<file path="config.mk">
export PLATFORM = sky130hd
export DESIGN_NAME = pca_front
export DESIGN_NICKNAME = d
export VERILOG_FILES = /design/src/sv/pca_pkg.sv /design/src/sv/pca_front.sv
export SDC_FILE = /design/constraint.sdc
export NUM_CORES = 1
export LEC_CHECK = 0
export BUFFER_PORTS_ARGS = -buffer_cell sky130_fd_sc_hd__buf_2
export CORE_MARGIN = 3
export CORE_UTILIZATION = 32
export CTS_CLUSTER_SIZE = 30
export DETAILED_ROUTE_END_ITERATION = 10
export GPL_TIMING_DRIVEN = 0
export HOLD_SLACK_MARGIN = 0.1
export PLACE_DENSITY_LB_ADDON = 0.05
export REMOVE_ABC_BUFFERS = 1
export SLEW_MARGIN = 15
export SYNTH_ARGS = -nofsm -noshare
export SYNTH_HDL_FRONTEND = slang
export SYNTH_SLANG_ARGS = --single-unit
</file>
<file path="constraint.sdc">
create_clock -name clk -period 3.9 [get_ports clk]
set_input_delay 0.78 -clock clk [delete_from_list [all_inputs] [get_ports clk]]
set_output_delay 0.78 -clock clk [all_outputs]
set_load 0.02 [all_outputs]
</file>
<file path="src/sv/pca_pkg.sv">
package pca_pkg;

	localparam int COORD_W      = 16;
	localparam int MAX_VERTICES = 1024; // sum widths below are exact up to this many vertices
	localparam int AREA_W       = 44;
	localparam int MOMENT_W     = 61;
	localparam int DEN_W        = AREA_W + 2;
	localparam int QUO_W        = MOMENT_W;

	typedef struct packed {
		logic signed [COORD_W-1:0] vertex_x;
		logic signed [COORD_W-1:0] vertex_y;
		logic signed [COORD_W-1:0] vertex_z;
		logic                      last_vertex;
	} in_word_t;

	typedef struct packed {
		logic signed [COORD_W-1:0] centroid_x;
		logic signed [COORD_W-1:0] centroid_y;
		logic signed [COORD_W-1:0] centroid_z;
		logic                      zero_area;
	} out_word_t;

	// one edge from the front part to the back part
	typedef struct packed {
		logic signed [COORD_W-1:0] px;
		logic signed [COORD_W-1:0] py;
		logic signed [COORD_W-1:0] cx;
		logic signed [COORD_W-1:0] cy;
		logic signed [COORD_W-1:0] fz;
		logic                      clr;  // first edge of a polygon: start sums fresh
		logic                      skip; // first vertex: no edge, only clear
		logic                      fin;  // closing edge: produce a result
	} edge_t;

endpackage

</file>
<file path="src/sv/pca_front.sv">
module pca_front (
	input  logic               clk,
	input  logic               arst_n,
	input  logic               valid,
	output logic               stall,
	input  pca_pkg::in_word_t  word,
	output logic               e_valid,
	input  logic               e_stall,
	output pca_pkg::edge_t     e_word
);
	// A last vertex emits two edges: previous->current, then current->first.
	logic                              in_poly_q;
	logic signed [pca_pkg::COORD_W-1:0] fx_q, fy_q, fz_q, prx_q, pry_q;
	logic                              close_q;
	logic                              acc;

	assign stall = close_q || (e_valid && e_stall);
	assign acc   = valid && !stall;

	always_ff @(posedge clk or negedge arst_n) begin
		if (!arst_n) begin
			in_poly_q <= 1'b0;
			close_q   <= 1'b0;
			e_valid   <= 1'b0;
			fx_q <= '0; fy_q <= '0; fz_q <= '0; prx_q <= '0; pry_q <= '0;
		end else begin
			if (e_valid && !e_stall)
				e_valid <= 1'b0;
			if (close_q && !(e_valid && e_stall)) begin
				e_valid       <= 1'b1;
				e_word.px     <= prx_q;
				e_word.py     <= pry_q;
				e_word.cx     <= fx_q;
				e_word.cy     <= fy_q;
				e_word.fz     <= fz_q;
				e_word.clr    <= 1'b0;
				e_word.skip   <= 1'b0;
				e_word.fin    <= 1'b1;
				close_q       <= 1'b0;
				in_poly_q     <= 1'b0;
			end else if (acc) begin
				e_valid     <= 1'b1;
				e_word.px   <= prx_q;
				e_word.py   <= pry_q;
				e_word.cx   <= word.vertex_x;
				e_word.cy   <= word.vertex_y;
				e_word.fz   <= fz_q;
				e_word.clr  <= !in_poly_q;
				e_word.skip <= !in_poly_q;
				e_word.fin  <= 1'b0;
				if (!in_poly_q) begin
					fx_q <= word.vertex_x;
					fy_q <= word.vertex_y;
					fz_q <= word.vertex_z;
					e_word.fz <= word.vertex_z;
				end
				prx_q     <= word.vertex_x;
				pry_q     <= word.vertex_y;
				in_poly_q <= 1'b1;
				close_q   <= word.last_vertex;
			end
		end
	end
endmodule

</file>
==> results.ini, run 1 <==
[power_and_ir_drop]
switchingPower_mw = 1.203
comb_power_share_pct = 16.0
p_per_area_mw_per_mm2 = 612.2
power_mw = 4.925
peakVddDrop_mv = 0.2819
p_leak_nw = 3.374
power_frac_seq_pct = 49.7
netSwitchingFraction_pct = 24.43
intPower_mw = 3.722
p_clk_share_pct = 34.3

[cts]
path_clk_slew_ns = 0.07
cts_root_buffer = clkbuf_16
post_cts_resized = 0
clkLatencyLatePin_ns = 0.41
cts_buffers = 17
cts.htree.levels = 4
cts_tree = built
cts_setup_buffers = 0
ctsHoldBuffers = 0
clock-sinks = 166
clk_path_buf_depth = 2

[worst_setup_path]
cp-end-kind = register
crit_fanout = 42
required_ns = 4.00
cp.buffers_inverters = 2
start_kind = input port
critPathMaxStageDelay_ns = 0.63
timing.rr.start = e_valid
worstPathCellList = buf_2, nand2_1, o21a_2, and2_4, buf_12
critPathArrivalTime_ns = 2.37
critical_path_class = in -> reg
slowest_stage = and2_4
crit_family = simple AND/OR/NAND/NOR gates
worstSetupStartpoint = e_stall

[placement]
portBuffers = 137
place_area_mm2 = 0.007441
hpwl_um = 8657
placed_cells = 753
gp_congestion = 0.7132
dp_slack_ns = 1.116

[detailed_routing]
drt-total-wl_um = 13360
dr.pass1.iters = 5
via_per_inst = 4.574
drtAntennaViolNets = 0
drc = 0
wl_per_cell_um = 16.99
vias = 3595
drt-initial-drc-count = 98

[synthesis]
synth-seq-area-share_pct = 72.09
syn_avg_cell_area_um2 = 17.22
yosysUniqueCellTypes = 22
yosys_warnings = 0
synth_top_cells_by_area = edfxtp_1 39%, dfrtp_1 33%, mux2_2 14%
synth_top_cell_by_area = edfxtp_1
synth_seq_cells = 166
synth_top_area_share_pct = 39.32
syn_area_mm2 = 0.006339
syn_inst = 368

[global_routing]
grt_max_degree = 50
grt_pass1_vias = 3769
antenna_found_initial = 1
grt_pass1_wl_um = 20920
overflow = 0
globalRouteTotalUtil_pct = 12.65

[sta]
grt_setup_unrepaired = false
setup-violations-final = 0
drv_slew = 0
fin_crit_ns = 2.271
slew_headroom_pct = 51.89
holdWs_ns = 0.3495
worst_pin_slew_ns = 0.7193
post-route-period-util_pct = 58.23
finClkSkew_ns = 0.009721
layout_setup_ws_ns = 1.629
fmax_mhz = 440.3
hold_violations = 0

[die]
start_util_pct = 33.22
die-height_um = 146.7
ios = 138
core_mm2 = 0.01908
dieArea_mm2 = 0.02153
chipWidth_um = 146.7
core.rowCount = 50

[status]
outcome = finished clean

[cells_and_area]
instances_no_fill = 786
fin_area_mm2 = 0.008045
n_fill_cell = 1789
drive_gt1_share_pct = 49.71
area_growth_pct = 26.92
layout.nets = 565

[worst_hold_path]
hold_class = in -> async

[job]
maxCapViolations = 0

==> sequential cells by signal, indices dropped and copies added, names as in the netlist <==
register   flops
in_poly_q      1
pry_q         16
e_valid        1
fy_q          16
prx_q         16
fx_q          16
e_word        83
fz_q          16
close_q        1
==> stage by stage <==
stage | util, % | setup TNS (ns)
floorplan | - | 0
global route | 42.15 | 0
CTS | 42.15 | 0
finish | 42.16 | 0
global placement | 37.95 | -167.54
detailed placement | 39.00 | 0
==> worst paths after layout <==
kind / endpoint / slack [ns] / cells past startpoint
setup / recovery: e_word[58] / 1.63 / 5
setup reg to reg: e_word[58] / 1.67 / 4
hold reg to reg: fx_q[10] / 0.49 / 1
min in group clk: fx_q[10] / 0.49 / 1
max in group asynchronous: prx_q[1] / 2.88 / 2
hold / removal: fz_q[1] / 0.35 / 1
==> logic make-up (layout without fill, tap and decap cells) <==
| logic type | Yosys count | in the layout | share of synthesized area [%] |
|---|---|---|---|
| muxes | 80 | 80 | 14.21 |
| AOI/OAI and AO/OA | 57 | 57 | 7.560 |
| buffers and inverters | 25 | 182 | 2.013 |
| other | 0 | 1 | 0 |
| and+or+nand+nor | 40 | 40 | 4.126 |
| DFF | 166 | 166 | 72.09 |
==> routing by layer <==
metal | track usage [%] | wire length [um] | vias to the layer above
met2 | 20.14 | 6444 | 108
li1 | - | - | 1669
met1 | 15.80 | 5781 | 1800
met3 | 4.812 | 938 | 16
met5 | 0 | 13 | -
met4 | 4.563 | 176 | 2
==> power groups by stage <==
stage / Combinational [mW] / Sequential [mW] / Clock [mW]
6_report: 0.790 / 2.45 / 1.69
5_1_grt: 0.875 / 2.49 / 1.81
4_1_cts: 0.810 / 2.45 / 1.74
3_5_place_dp: 0.810 / 2.48 / 0
3_3_place_gp: 0.754 / 2.47 / 0
2_1_floorplan: 0.476 / 2.53 / 0
==> area by class of cell <==
type	count	area, um2	share of cell area [%]
Sequential cell	166	4569	56.80
Multi-Input combinational cell	177	1658	20.61
Timing Repair Buffer	145	869.6	10.81
Clock buffer	22	484.2	6.019
Tap cell	260	325.3	4.044
Clock inverter	10	117.6	1.462
Inverter	5	18.77	0.2333
Antenna cell	1	2.502	0.03110
==> Yosys cell counts (all sizes together) <==
| cell type | instances |
|---|---|
| a22o | 48 |
| a21oi | 3 |
| a32o | 1 |
| buf | 14 |
| nand3 | 1 |
| nand2 | 3 |
| edfxtp | 83 |
| nor2 | 1 |
| o21a | 1 |
| o21ai | 3 |
| clkbuf | 6 |
| dfrtp | 83 |
| mux2 | 80 |
| inv | 5 |
| and2 | 34 |
| nor3 | 1 |
| a21o | 1 |
==> worst register-to-register path: cells and delay by family, from the launching register on <==
| kind | cells | cell delay [ns] |
|---|---|---|
| AND/OR/NAND/NOR | 2 | 0.73 |
| flip-flops | 1 | 0.44 |
| buffers and inverters | 1 | 0.31 |
| AO/OA/AOI/OAI | 1 | 0.40 |
==> layout by cell type (no fill, tap or decap), types with 2 or more instances in the layout <==
| cell | Yosys | layout |
|---|---|---|
| bufinv_16 | 0 | 2 |
| o21ai_0 | 3 | 3 |
| clkbuf_16 | 0 | 17 |
| buf_2 | 9 | 136 |
| mux2_2 | 76 | 76 |
| buf_16 | 0 | 4 |
| buf_12 | 0 | 3 |
| and2_1 | 34 | 32 |
| nand2_1 | 3 | 3 |
| clkinv_2 | 0 | 3 |
| clkinv_4 | 0 | 2 |
| a21oi_2 | 1 | 2 |
| inv_1 | 4 | 4 |
| edfxtp_1 | 83 | 83 |
| dfrtp_1 | 83 | 83 |
| clkbuf_8 | 0 | 4 |
| mux2_1 | 4 | 4 |
| inv_6 | 0 | 2 |
| a22o_1 | 48 | 48 |
No activity file was read; power rests on OpenSTA's default activity.
==> inputs of run 2 (changes only) <==
==> constraint.sdc (replaced) <==
create_clock -name clk -period 2.2 [get_ports clk]
set_input_delay 0.44 -clock clk [delete_from_list [all_inputs] [get_ports clk]]
set_output_delay 0.44 -clock clk [all_outputs]
set_load 0.02 [all_outputs]
==> results.ini, run 2 (same netlist as run 1, synthesis figures left out) <==
[die]
chipWidth_um = 146.7  ; unchanged
die-height_um = 146.7  ; unchanged
dieArea_mm2 = 0.02153  ; unchanged
ios = 138  ; unchanged
core.rowCount = 50  ; unchanged
start_util_pct = 33.22  ; unchanged
core_mm2 = 0.01908  ; unchanged

[detailed_routing]
wl_per_cell_um = 17.03  ; +0.24%
drc = 0  ; unchanged
via_per_inst = 4.549  ; -0.54%
vias = 3603  ; +0.22%
drt-total-wl_um = 13490  ; +1.0%
drt-initial-drc-count = 88  ; -10%
drtAntennaViolNets = 0  ; unchanged
dr.pass1.iters = 4  ; -1

[sta]
drv_slew = 0  ; unchanged
setup-violations-final = 0  ; unchanged
post-route-period-util_pct = 91.88
fmax_mhz = 494.7
fin_crit_ns = 2.021
finClkSkew_ns = 0.01035  ; +0.0006341 ns
hold_violations = 0  ; unchanged
slew_headroom_pct = 52.10  ; +0.21 points
grt_setup_unrepaired = false
worst_pin_slew_ns = 0.7161  ; -0.003161 ns

[worst_setup_path]
cp-end-kind = register
reg2reg_depth = 4  ; unchanged
critPathArrivalTime_ns = 2.12  ; -0.25 ns
slowest_stage = dfrtp_1
required_ns = 2.30  ; -1.70 ns
cp.buffers_inverters = 1  ; -1
critPathMaxStageDelay_ns = 0.44  ; -0.19 ns
crit_cells = 4  ; -1
critical_path_class = reg -> reg
start_kind = register
worstPathCellList = nand2_1, o21a_2, and2_4, buf_12
crit_fanout = 39  ; -7.1%
crit_family = simple AND/OR/NAND/NOR gates

[cts]
clk_path_buf_depth = 2  ; unchanged
path_clk_slew_ns = 0.06  ; about the same
cts_tree = built
cts_root_buffer = clkbuf_16
clkLatencyLatePin_ns = 0.41  ; about the same
cts.htree.levels = 4  ; unchanged
clock-sinks = 166  ; unchanged
cts_buffers = 17  ; unchanged

[global_routing]
use_met2_pct = 20.19  ; +0.046 points
busiest_layer = met2
grt_pass1_vias = 3773  ; +0.11%
grt_max_degree = 50  ; unchanged
use_met1_pct = 16.00  ; +0.20 points
antenna_found_initial = 1  ; unchanged
use_met3_pct = 4.812  ; unchanged
grt_pass1_wl_um = 21060  ; +0.66%
globalRouteTotalUtil_pct = 12.73  ; +0.079 points
overflow = 0  ; unchanged

[power_and_ir_drop]
p_leak_nw = 3.407  ; +0.98%
p_per_area_mw_per_mm2 = 1079  ; +76%
power_mw = 8.750  ; +78%
peakVddDrop_mv = 0.5004  ; +78%

[job]
maxCapViolations = 0  ; unchanged

[cells_and_area]
layout_common_cells = 136 x buf_2, 83 x dfrtp_1, 83 x edfxtp_1
drive_gt1_share_pct = 50.09  ; +0.38 points
layout.nets = 571  ; +1.1%
largest_reg_flops = 83  ; unchanged
area_growth_pct = 27.93
final_common_cell = buf_2
fin_area_mm2 = 0.008109  ; +0.79%
top_register = e_word

[placement]
gp_congestion = 0.7132  ; unchanged
portBuffers = 137  ; unchanged
place_area_mm2 = 0.007441  ; unchanged
hpwl_um = 8657  ; unchanged

[status]
outcome = finished clean

[worst_hold_path]
hold_depth = 2
hold_class = in -> reg

[run 2: changes by cell type in the layout (fill, tap and decap cells not counted)]
cell           before  now
and2_2              1    2
buf_12              3    4
dlygate4sd3_1       0    1
buf_6               1    2
buf_4               1    3
[run 2: routing by layer]
layer  vias up  share of wire (%)
met5         -              0.096
met4         2                1.2
met2       106                 48
met3        14                7.2
li1       1684                  -
met1      1797                 43
[run 2: what timing repair did]
| item | 4_1_cts | 5_1_grt |
|---|---|---|
| setup endpoints to repair | 39 | 52 |
| pin swaps | 0 | 1 |
| resized for setup | 0 | 1 |
| hold buffers | 1 | 0 |
| cloned | 1 | 0 |
| endpoints found under the hold margin | 36 | 0 |
| setup buffers | 0 | 4 |
[run 2: worst register-to-register path, stage by stage, from the launching register on]
cell	delay, ns
dfrtp_1	0.44
nand2_1	0.11
o21a_2	0.41
and2_4	0.44
buf_12	0.27
[run 2: cell type report]
| type | instances | area, um2 |
|---|---|---|
| inverters | 5 | 18.77 |
| flip-flops and latches | 166 | 4569 |
| diodes | 1 | 2.502 |
| repair buffers | 150 | 925.9 |
| multi-input cells | 178 | 1665 |
| fillers | 1782 | 10970 |
| clock inverters | 10 | 117.6 |
| clock buffers | 22 | 484.2 |
| well taps | 260 | 325.3 |
[run 2: report_power, final]
part | internal, mW | switching, mW
Combinational | 0.775 | 0.645
Clock | 1.80 | 1.20
Sequential | 4.04 | 0.295
[run 2: worst paths after layout]
| kind | start | end | slack (ns) |
|---|---|---|---|
| max | e_valid | e_word[43] | 0.18 |
| min | word[0] | close_q | 0.24 |
| max reg2reg | e_valid | e_word[43] | 0.18 |
| min reg2reg | fx_q[10] | fx_q[10] | 0.49 |
| max in group asynchronous | arst_n | prx_q[1] | 1.07 |
| min in group asynchronous | arst_n | fz_q[1] | 0.51 |
[run 2: per-stage QoR]
step           setup WS, ns  util, %  setup TNS, ns  hold slack [ns]  std cells
5_1_grt             0.01112    42.49              0           0.2313        791
3_5_place_dp        -0.2438    39.00         -9.556           0.4697        753
2_1_floorplan        -1.239        -         -99.12           0.1444        348
3_3_place_gp         -3.459    37.95        -364.87           0.4746        745
6_report             0.1786    42.50              0           0.2433        792
4_1_cts             0.02035    42.24              0           0.2165        787
